--- src/design/egcd_pkg.sv ---
// Shared constants and controller/datapath interface types for the extended gcd block.
package egcd_pkg;

  localparam int OPERAND_WIDTH = 31;
  localparam int IN_W          = 31;
  localparam int GCD_W         = 31;
  localparam int COEF_W        = 32;
  localparam int CNT_W         = $clog2(OPERAND_WIDTH);

  typedef enum logic [2:0] {
    S_IDLE,
    S_CHECK,
    S_DIV,
    S_UPD,
    S_OUT
  } egcd_state_e;

  typedef struct packed {
    logic load;
    logic div_init;
    logic div_step;
    logic update;
  } egcd_cmd_t;

  typedef struct packed {
    logic rcur_zero;
  } egcd_stat_t;

endpackage

--- src/design/extended_gcd_bezout.sv ---
// Top level of the extended gcd block: gcd and Bezout coefficients of two operands.
//
// Usage:
//   Request channel: drive a_value_i and b_value_i and raise start. The request
//   is taken at the rising edge where start is high and busy is low; busy then
//   stays high until the result has gone out. Hold start low or ignore it
//   while busy - nothing is queued.
//   Result channel: done_o pulses for exactly one cycle with gcd_value_o,
//   coef_u_o and coef_v_o valid, a_value*coef_u + b_value*coef_v = gcd_value.
//   The receiver cannot stall; sample the result in the done_o cycle.
//   Each request runs n Euclid steps between acceptance and done_o, where n is
//   at most about 46 for 31-bit operands. Each step runs the bit-serial
//   restoring divider, one quotient bit per cycle, with both q*coef products
//   built alongside it; one request is in flight at a time.
//   b_value of zero gives gcd = a_value, u = 1, v = 0 with no divide step.
//   Reset (rst_ni low, asynchronous) returns the sequencer to idle and drops
//   any request in progress; no result is produced for it.
module extended_gcd_bezout (
  input  logic                               clk_i,
  input  logic                               rst_ni,
  input  logic                               start,
  output logic                               busy,
  input  logic [egcd_pkg::IN_W-1:0]          a_value_i,
  input  logic [egcd_pkg::IN_W-1:0]          b_value_i,
  output logic                               done_o,
  output logic [egcd_pkg::GCD_W-1:0]         gcd_value_o,
  output logic signed [egcd_pkg::COEF_W-1:0] coef_u_o,
  output logic signed [egcd_pkg::COEF_W-1:0] coef_v_o
);
  import egcd_pkg::*;

  egcd_cmd_t  cmd;
  egcd_stat_t stat;

  // Sequencer: load, divide, update, repeat until the remainder is zero.
  egcd_ctrl u_ctrl (
    .clk_i  (clk_i),
    .rst_ni (rst_ni),
    .start  (start),
    .stat_i (stat),
    .cmd_o  (cmd),
    .busy   (busy),
    .done_o (done_o)
  );

  // Datapath: holds the remainder and coefficient pairs; outputs read the
  // "previous" registers directly, which hold the answer when done_o pulses.
  egcd_dp u_dp (
    .clk_i       (clk_i),
    .cmd_i       (cmd),
    .a_value_i   (a_value_i),
    .b_value_i   (b_value_i),
    .stat_o      (stat),
    .gcd_value_o (gcd_value_o),
    .coef_u_o    (coef_u_o),
    .coef_v_o    (coef_v_o)
  );

  // An accepted request makes the block busy on the next cycle.
  a_accept_busy : assert property (@(posedge clk_i) disable iff (!rst_ni)
    (start && !busy) |=> busy)
    else $error("busy not raised after request");

  // A result only appears while a request is in flight.
  a_done_busy : assert property (@(posedge clk_i) disable iff (!rst_ni)
    done_o |-> busy)
    else $error("result strobe while idle");

  // The result strobe lasts one cycle and frees the block.
  a_done_pulse : assert property (@(posedge clk_i) disable iff (!rst_ni)
    done_o |=> (!done_o && !busy))
    else $error("result strobe longer than one cycle");

  // A zero gcd only comes from two zero operands, giving u = 1, v = 0.
  a_zero_gcd : assert property (@(posedge clk_i) disable iff (!rst_ni)
    (done_o && gcd_value_o == '0) |-> (coef_u_o == COEF_W'(1) && coef_v_o == '0))
    else $error("bad coefficients for zero gcd");

endmodule

--- src/design/egcd_ctrl.sv ---
// Sequencer for the extended gcd block: steps the Euclid loop and its bit-serial divide.
module egcd_ctrl (
  input  logic              clk_i,
  input  logic              rst_ni,
  input  logic              start,
  input  egcd_pkg::egcd_stat_t stat_i,
  output egcd_pkg::egcd_cmd_t  cmd_o,
  output logic              busy,
  output logic              done_o
);
  import egcd_pkg::*;

  egcd_state_e state_q, state_d;
  logic [CNT_W-1:0] cnt_q, cnt_d;

  always_ff @(posedge clk_i or negedge rst_ni) begin
    if (!rst_ni) begin
      state_q <= S_IDLE;
      cnt_q   <= '0;
    end else begin
      state_q <= state_d;
      cnt_q   <= cnt_d;
    end
  end

  always_comb begin
    state_d = state_q;
    cnt_d   = cnt_q;
    cmd_o   = '0;
    busy    = 1'b1;
    done_o  = 1'b0;
    case (state_q)
      S_IDLE: begin
        busy = 1'b0;
        if (start) begin
          cmd_o.load = 1'b1;
          state_d    = S_CHECK;
        end
      end
      S_CHECK: begin
        if (stat_i.rcur_zero) begin
          state_d = S_OUT;
        end else begin
          cmd_o.div_init = 1'b1;
          cnt_d          = '0;
          state_d        = S_DIV;
        end
      end
      S_DIV: begin
        cmd_o.div_step = 1'b1;
        cnt_d          = cnt_q + 1'b1;
        if (cnt_q == CNT_W'(OPERAND_WIDTH - 1)) begin
          state_d = S_UPD;
        end
      end
      S_UPD: begin
        cmd_o.update = 1'b1;
        state_d      = S_CHECK;
      end
      S_OUT: begin
        done_o  = 1'b1;
        state_d = S_IDLE;
      end
      default: begin
        state_d = S_IDLE;
      end
    endcase
  end

endmodule

--- src/design/egcd_dp.sv ---
// Datapath: remainder pair, coefficient pairs, restoring divider and Horner multiply-accumulate.
module egcd_dp (
  input  logic                          clk_i,
  input  egcd_pkg::egcd_cmd_t           cmd_i,
  input  logic [egcd_pkg::IN_W-1:0]     a_value_i,
  input  logic [egcd_pkg::IN_W-1:0]     b_value_i,
  output egcd_pkg::egcd_stat_t          stat_o,
  output logic [egcd_pkg::GCD_W-1:0]    gcd_value_o,
  output logic signed [egcd_pkg::COEF_W-1:0] coef_u_o,
  output logic signed [egcd_pkg::COEF_W-1:0] coef_v_o
);
  import egcd_pkg::*;

  localparam int W = OPERAND_WIDTH;

  logic [W-1:0]      r_prev_q, r_cur_q, rem_q, dvd_q;
  logic [COEF_W-1:0] u_prev_q, u_cur_q, v_prev_q, v_cur_q, acc_u_q, acc_v_q;

  logic [W:0]   shifted;
  logic [W+1:0] diff;
  logic         qbit;

  // One restoring divide step: shift in the next dividend bit, try the subtract.
  assign shifted = {rem_q, dvd_q[W-1]};
  assign diff    = {1'b0, shifted} - {2'b00, r_cur_q};
  assign qbit    = ~diff[W+1];

  always_ff @(posedge clk_i) begin
    if (cmd_i.load) begin
      r_prev_q <= W'(a_value_i);
      r_cur_q  <= W'(b_value_i);
      u_prev_q <= COEF_W'(1);
      u_cur_q  <= '0;
      v_prev_q <= '0;
      v_cur_q  <= COEF_W'(1);
    end else if (cmd_i.update) begin
      r_prev_q <= r_cur_q;
      r_cur_q  <= rem_q;
      u_prev_q <= u_cur_q;
      u_cur_q  <= u_prev_q - acc_u_q;
      v_prev_q <= v_cur_q;
      v_cur_q  <= v_prev_q - acc_v_q;
    end

    if (cmd_i.div_init) begin
      rem_q   <= '0;
      dvd_q   <= r_prev_q;
      acc_u_q <= '0;
      acc_v_q <= '0;
    end else if (cmd_i.div_step) begin
      rem_q   <= qbit ? diff[W-1:0] : shifted[W-1:0];
      dvd_q   <= {dvd_q[W-2:0], 1'b0};
      // Quotient bits arrive MSB first: acc = 2*acc + bit*coef builds q*coef.
      acc_u_q <= {acc_u_q[COEF_W-2:0], 1'b0} + (qbit ? u_cur_q : '0);
      acc_v_q <= {acc_v_q[COEF_W-2:0], 1'b0} + (qbit ? v_cur_q : '0);
    end
  end

  assign stat_o.rcur_zero = (r_cur_q == '0);
  assign gcd_value_o      = GCD_W'(r_prev_q);
  assign coef_u_o         = u_prev_q;
  assign coef_v_o         = v_prev_q;

endmodule
--- config.mk ---
export PLATFORM = sky130hd
export DESIGN_NAME = extended_gcd_bezout
export DESIGN_NICKNAME = d
export VERILOG_FILES = /design/src/design/egcd_pkg.sv /design/src/design/extended_gcd_bezout.sv /design/src/design/egcd_ctrl.sv /design/src/design/egcd_dp.sv
export SDC_FILE = /design/constraint.sdc
export NUM_CORES = 1
export LEC_CHECK = 0
export BUFFER_PORTS_ARGS = -buffer_cell sky130_fd_sc_hd__clkbuf_2
export CAP_MARGIN = 20
export CORE_MARGIN = 10
export CORE_UTILIZATION = 35
export CTS_BUF_LIST = sky130_fd_sc_hd__clkbuf_16
export DETAILED_ROUTE_END_ITERATION = 10
export GPL_TIMING_DRIVEN = 0
export PLACE_DENSITY = 0.58
export SLEW_MARGIN = 20
export SYNTH_ARGS = -nofsm -noshare
export SYNTH_HDL_FRONTEND = slang
export SYNTH_SLANG_ARGS = --single-unit
--- constraint.sdc ---
create_clock -name clk_i -period 16 [get_ports clk_i]
set_input_delay 4.8 -clock clk_i [delete_from_list [all_inputs] [get_ports clk_i]]
set_output_delay 4.8 -clock clk_i [all_outputs]
set_load 0.02 [all_outputs]
==> flow_metrics.tcl, run 1 <==
set metrics [dict create \
    status "completed" \
    highest_layer "met4" \
    worstPathMaxFanout 10 \
    slew_headroom 0.2549 \
    cts_root_buf "clkbuf_16" \
    setup-violations-final 0 \
    power_mw 6.117 \
    crit_type "flop to flop" \
    grt_pass1_wl_um 99670 \
    clk_pin_slew_ns 0.06 \
    rows 87 \
    core_um2 56500 \
    ys_ff_latch 324 \
    die_h_um 259.1 \
    io_pins 162 \
    min_period_ns 7.106 \
    grt_usage 0.1881 \
    cp-end-kind "flop" \
    numPortBuffers 161 \
    post-place-ws_ns 8.366 \
    route.met3.wl_um 4415 \
    cts_sinks 324 \
    fin_crit_sh 0.4441 \
    syn_nets 2673 \
    rsz0062_at_grt "false" \
    dr.pass1.iters 8 \
    wl_um 65210 \
    placed_area_um2 21810 \
    ir_drop_uv 113.3 \
    maxCapViolCount 0 \
    synth_area_per_cell_um2 8.174 \
    grt_pass1_vias 17690 \
    syn_to_final_growth_pct 14.81 \
    p_per_area_nw_per_um2 266.2 \
    drive_gt1_frac 0.09586 \
    grt_max_degree 45 \
    cts_made_buffers 39 \
    met2_length_um 29970 \
    hold_buffers 0 \
    hp-class "flop to flop" \
    antenna_found_initial 0 \
    cts_resized 0 \
    die_w_um 259.1 \
    overflow 0 \
    stdcell_area_um2 22970 \
    ys_seq_area_frac 0.3727 \
    final.setup.worst_slack_ns 8.894 \
    drc_errors 0 \
    ys_types 69 \
    synthFlopType "dfxtp_1" \
    vias 18290 \
    arrival_ns 7.51 \
    synth_warnings 0 \
    slew_violations 0 \
    syn_inst 2448 \
    finClkSkew_ns 0.02366 \
    wl_per_cell_um 18.97 \
    dieArea_um2 67140 \
    post_cts_buffers 0 \
    p_leak_nw 10.27 \
    dp_hpwl_um 49990 \
    synth-edff-count 93 \
    finalWeightedCongestion 0.9014 \
    detail-route-antenna-nets 0 \
    dr.first_iter.drc_count 1252 \
    start_util 0.3542 \
    maxClockFrequency_mhz 140.7 \
    nNetsFinal 2877 \
    cts_tree "yes" \
    finalHoldViolCount 0 \
    tightest_slew_ns 1.113 \
    fin_setup_tns_ns 0 \
    async_reset_ff_frac 0.02469 \
    syn_area_um2 20010 \
    cts_buffer_depth 3 \
    worstPathRequired_ns 16.40 \
    clk_latency_ns 0.56 \
    antennaDiodeCount 0 \
    routed_via_density 5.322 \
    drt-met1-wl_um 28820 \
    nFillCells 5760 \
    crit_path_start_kind "flop" \
    h-tree-depth 2 \
]
==> synth_stat cells, types with 4 or more instances <==
cell / instances / area share
o21ai_0: 163 / 0.041
nor2_1: 150 / 0.028
a211oi_1: 29 / 0.011
o21a_1: 21 / 0.0079
xnor2_1: 63 / 0.028
o31ai_1: 6 / 0.0023
xor2_1: 55 / 0.024
or3_1: 12 / 0.0038
a21boi_0: 5 / 0.0019
and3_1: 15 / 0.0047
o21bai_1: 14 / 0.0053
nor3_1: 20 / 0.0050
nor2b_1: 20 / 0.0063
edfxtp_1: 93 / 0.14
nor4_1: 8 / 0.0025
or2_2: 6 / 0.0019
nor3b_1: 4 / 0.0015
o211ai_1: 13 / 0.0049
o31a_1: 5 / 0.0022
mux2i_1: 24 / 0.012
buf_1: 10 / 0.0019
buf_2: 4 / 0.0010
a22o_1: 5 / 0.0022
a21o_1: 85 / 0.032
mux2_2: 31 / 0.017
a211o_1: 6 / 0.0026
and2_1: 68 / 0.021
clkbuf_1: 97 / 0.018
dfrtp_1: 8 / 0.010
a2111o_1: 4 / 0.0023
a21oi_1: 246 / 0.062
fa_1: 5 / 0.0050
ha_1: 155 / 0.097
nand2_1: 488 / 0.092
nand2b_1: 23 / 0.0072
nand4_1: 16 / 0.0050
dfxtp_1: 223 / 0.22
a2111oi_0: 4 / 0.0018
inv_1: 123 / 0.023
nand3_1: 34 / 0.0085
a31oi_1: 19 / 0.0059
o22ai_1: 14 / 0.0044
o311a_1: 4 / 0.0020
==> cells in the final DEF, fill, tap and decap left out, types with 6 or more instances in the layout <==
cell / count
ha_1: 155
mux2_2: 31
a21oi_1: 246
o21bai_1: 14
nand4_1: 16
edfxtp_1: 93
a211oi_1: 29
clkinv_1: 14
or2_2: 6
nand2b_1: 23
clkbuf_16: 41
and2_1: 68
buf_1: 10
nor2b_1: 20
a21o_1: 85
xor2_1: 55
xnor2_1: 63
nand2_1: 488
o21a_1: 21
o21ai_0: 163
clkbuf_2: 161
o211ai_1: 13
a211o_1: 6
mux2i_1: 24
or3_1: 12
and3_1: 15
nor2_1: 149
nand3_1: 34
a31oi_1: 19
nor3_1: 20
inv_1: 132
dfrtp_1: 8
nor4_1: 8
o31ai_1: 6
clkbuf_1: 97
dfxtp_1: 223
o22ai_1: 14
==> through the flow <==
step / hold WS, ns / util / cells
2_1_floorplan: 0.4372 / - / 2448
3_3_place_gp: 0.4513 / 0.3852 / 3365
3_5_place_dp: 0.4557 / 0.3860 / 3367
4_1_cts: 0.4690 / 0.4067 / 3437
5_1_grt: 0.4924 / 0.4067 / 3437
6_report: 0.4665 / 0.4067 / 3437
==> per-layer routing <==
metal	track usage	up-vias
li1	-	8997
met1	0.2402	8623
met2	0.3129	562
met3	0.03431	109
met4	0.06666	0
met5	0	-
==> state kept, by name (all words and copies together) (netlist names) <==
register	count
u_dp.acc_u_q	32
u_dp.acc_v_q	32
u_dp.coef_u_o	32
u_dp.coef_v_o	32
u_dp.u_cur_q	32
u_dp.v_cur_q	32
u_dp.dvd_q	31
u_dp.gcd_value_o	31
u_dp.r_cur_q	31
u_dp.rem_q	31
u_ctrl.cnt_q	5
u_ctrl.state_q	3
==> worst max-delay path, cell delays in order, from the launching register on <==
cell and delay (ns):
edfxtp_1 0.45, ha_1 0.25, fa_1 0.41, nor2b_1 0.17, o31a_1 0.22, o21ai_0 0.27
a31oi_1 0.46, a31oi_1 0.23, a21oi_1 0.38, nand2b_1 0.17, clkbuf_1 0.21, buf_2 0.41
clkbuf_1 0.37, and2_1 0.24, ha_1 0.25, a211oi_1 0.30, o21ai_0 0.21, nand4_1 0.16
a31oi_1 0.14, o41ai_1 0.61, o21ai_0 0.44, a211o_1 0.37, xnor2_1 0.14, o22ai_1 0.09
==> power breakdown <==
part,internal [mW],switching [mW],leakage (nW)
Combinational,1.44,2.32,6.82
Sequential,1.27,0.248,2.84
Clock,0.475,0.364,0.610
Total,3.19,2.93,10.3
==> kinds of logic after synthesis <==
logic type,after synthesis,share of synthesized area
AO/OA/AOI/OAI,680,0.2078
adder cells (fa/ha/maj),160,0.1019
multiplexers,55,0.02945
flip-flops,324,0.3727
XOR/XNOR,118,0.05165
AND/OR/NAND/NOR,876,0.1922
buffers and inverters,235,0.04433
==> layout make-up <==
type | count | area (µm²) | share of cell area
multi-input cells | 1889 | 11670 | 0.5079
flip-flops and latches | 324 | 7457 | 0.3246
clock buffers | 41 | 1026 | 0.04466
well taps | 756 | 945.9 | 0.04117
repair buffers | 163 | 845.8 | 0.03682
inverters | 124 | 469.2 | 0.02042
plain buffers | 111 | 421.7 | 0.01835
clock inverters | 29 | 140.1 | 0.006100
==> worst paths after layout <==
path | from | end | slack [ns] | cells past startpoint
worst max-delay path | u_dp.r_cur_q[0] | u_dp.acc_v_q[30] | 8.89 | 23
worst min register to register | u_dp.v_cur_q[12] | u_dp.v_cur_q[12] | 0.47 | 2
worst max register to register | u_dp.r_cur_q[0] | u_dp.acc_v_q[30] | 8.89 | 23
min in group asynchronous | rst_ni | u_ctrl.state_q[1] | 4.09 | 1
max in group asynchronous | rst_ni | u_ctrl.cnt_q[4] | 11.71 | 1
worst min-delay path | u_dp.v_cur_q[12] | u_dp.v_cur_q[12] | 0.47 | 2
Note: power is estimated with default switching activity, not from simulation.
==> run 2: changes to the inputs <==
--- a/config.mk
+++ b/config.mk
@@ -12,7 +12,7 @@
 export CTS_BUF_LIST = sky130_fd_sc_hd__clkbuf_16
 export DETAILED_ROUTE_END_ITERATION = 10
 export GPL_TIMING_DRIVEN = 0
-export PLACE_DENSITY = 0.58
+export PLACE_DENSITY = 0.6
 export SLEW_MARGIN = 20
 export SYNTH_ARGS = -nofsm -noshare
 export SYNTH_HDL_FRONTEND = slang
==> constraint.sdc (replaced) <==
create_clock -name clk_i -period 5.75 [get_ports clk_i]
set_input_delay 1.725 -clock clk_i [delete_from_list [all_inputs] [get_ports clk_i]]
set_output_delay 1.725 -clock clk_i [all_outputs]
set_load 0.02 [all_outputs]
==> run 2 against run 1 <==
  * Power grew to 2.9 times the previous value
  * First-iteration DRC count is 2.6% higher
  * Critical path depth rose by 2
  * Clock skew up 0.011 ns
  * Core utilization is 0.80 points higher
  * Combinational power grew to 2.8 times the previous value
  * Count of clock-buffer cells in the layout down 2
  * Via count rose by 1.1%
  * Sequential power grew to 2.8 times the previous value
  * Register-to-register slack got worse by 8.7 ns
  * Maximum frequency grew 28%
  * Largest cell class unchanged
==> flow_metrics.tcl, run 2 (synthesized netlist as in run 1, its figures left out) <==
set metrics [dict create \
    die_w_um 259.1 \
    p_per_area_nw_per_um2 745.7 \
    final_cell_mix "nand2_1 (487), a21oi_1 (241), dfxtp_1 (223), clkbuf_2 (165), o21ai_0 (158)" \
    start_util 0.3542 \
    cts_buffer_depth 3 \
    fin_crit_sh 0.9651 \
    setup-violations-final 0 \
    dp_hpwl_um 49760 \
    core_um2 56500 \
    antennaDiodeCount 0 \
    nNetsFinal 2896 \
    clk_pin_slew_ns 0.06 \
    detail-route-antenna-nets 0 \
    finalHoldViolCount 0 \
    drive_gt1_frac 0.1197 \
    wl_per_cell_um 19.23 \
    dr.first_iter.drc_count 1284 \
    routed_via_density 5.352 \
    p_leak_nw 10.44 \
    status "completed" \
    ir_drop_uv 322.0 \
    antenna_found_initial 0 \
    grt_pass1_vias 17930 \
    rows 87 \
    wl_um 66430 \
    crit_type "flop to flop" \
    clk_latency_ns 0.57 \
    finalWeightedCongestion 0.9110 \
    worstPathRequired_ns 6.17 \
    tightest_slew_ns 1.104 \
    dr.pass1.iters 5 \
    cts_root_buf "clkbuf_16" \
    slew_headroom 0.2613 \
    cts_sinks 324 \
    hold_buffers 0 \
    arrival_ns 5.97 \
    grt_pass1_wl_um 101900 \
    cts_tree "yes" \
    hp-class "flop to flop" \
    worstPathMaxFanout 10 \
    numPortBuffers 161 \
    stdcell_area_um2 23430 \
    maxClockFrequency_mhz 180.2 \
    hold-worst-slack_ns 0.4679 \
    syn_to_final_growth_pct 17.08 \
    vias 18490 \
    crit_path_start_kind "flop" \
    grt_max_degree 36 \
    slew_violations 0 \
    cts_made_buffers 39 \
    min_period_ns 5.549 \
    grt_usage 0.1905 \
    final_common_cell "nand2_1" \
    drc_errors 0 \
    finClkSkew_ns 0.03425 \
    maxCapViolCount 0 \
    h-tree-depth 2 \
    power_mw 17.47 \
    die_h_um 259.1 \
    placed_area_um2 21810 \
    dieArea_um2 67140 \
    cp-end-kind "flop" \
    io_pins 162 \
    overflow 0 \
]
-- run 2: final timing paths --
path                                        from                 to  slack (ns)  cells past startpoint
max in group asynchronous                 rst_ni    u_ctrl.cnt_q[2]        4.54                      1
min in group asynchronous                 rst_ni    u_ctrl.cnt_q[4]        0.99                      1
worst min-delay path            u_dp.v_cur_q[28]  u_dp.coef_v_o[28]        0.47                      2
worst min register to register  u_dp.v_cur_q[28]  u_dp.coef_v_o[28]        0.47                      2
worst max register to register    u_dp.dvd_q[30]   u_dp.acc_u_q[31]        0.20                     25
worst max-delay path              u_dp.dvd_q[30]   u_dp.acc_u_q[31]        0.20                     25
-- run 2: area by class of cell --
cell class	count	area [µm²]
Fill cell	5698	33070
Sequential cell	324	7457
Multi-Input combinational cell	1889	11840
Timing Repair Buffer	183	996.0
Buffer	110	434.2
Clock inverter	30	307.8
Clock buffer	39	975.9
Inverter	124	469.2
Tap cell	756	945.9
-- run 2: where the power goes --
part	total (mW)	switching [mW]	internal [mW]
registers	4.22	0.686	3.53
clock network	2.56	1.05	1.51
logic	10.7	6.58	4.11
total	17.5	8.32	9.15
-- run 2: metrics by stage --
step	utilization	std cells	setup TNS (ns)	worst slack (ns)
after floorplan	-	2448	0	0.6285
after global placement	0.3852	3365	-39.38	-1.292
after detailed placement	0.3860	3367	-31.44	-1.353
after CTS	0.4124	3445	0	0.03447
after global routing	0.4147	3455	-0.01030	-0.005997
final	0.4147	3455	0	0.2008
-- run 2: critical path: stages (launching register included) --
cell and delay (ns):
edfxtp_1 0.43, inv_1 0.09, ha_2 0.20, fa_2 0.23, nor2b_1 0.06, o31a_1 0.34
o21ai_4 0.23, a31oi_4 0.14, a31oi_4 0.25, a21oi_4 0.11, nand2b_4 0.19, buf_6 0.18
buf_2 0.19, and2_1 0.17, ha_1 0.23, fa_2 0.38, a21oi_2 0.17, nand4b_1 0.19
a21oi_2 0.10, o211ai_1 0.37, nand2_2 0.15, a221oi_4 0.31, o311a_1 0.25, o2bb2ai_1 0.18
xnor2_1 0.14, o21ai_0 0.08
-- run 2: layer usage --
| metal | vias up | wire length (µm) | global-route usage |
|---|---|---|---|
| met2 | 573 | 30950 | 0.3209 |
| met1 | 8793 | 29170 | 0.2431 |
| met5 | - | 0 | 0 |
| met3 | 113 | 4461 | 0.03479 |
| li1 | 9011 | - | - |
| met4 | 0 | 1844 | 0.05865 |
-- run 2: timing repair --
action | 4_1_cts | 5_1_grt
setup endpoints to repair | 48 | 23
setup buffers | 10 | 10
resized for setup | 29 | 21
pin swaps | 10 | 14
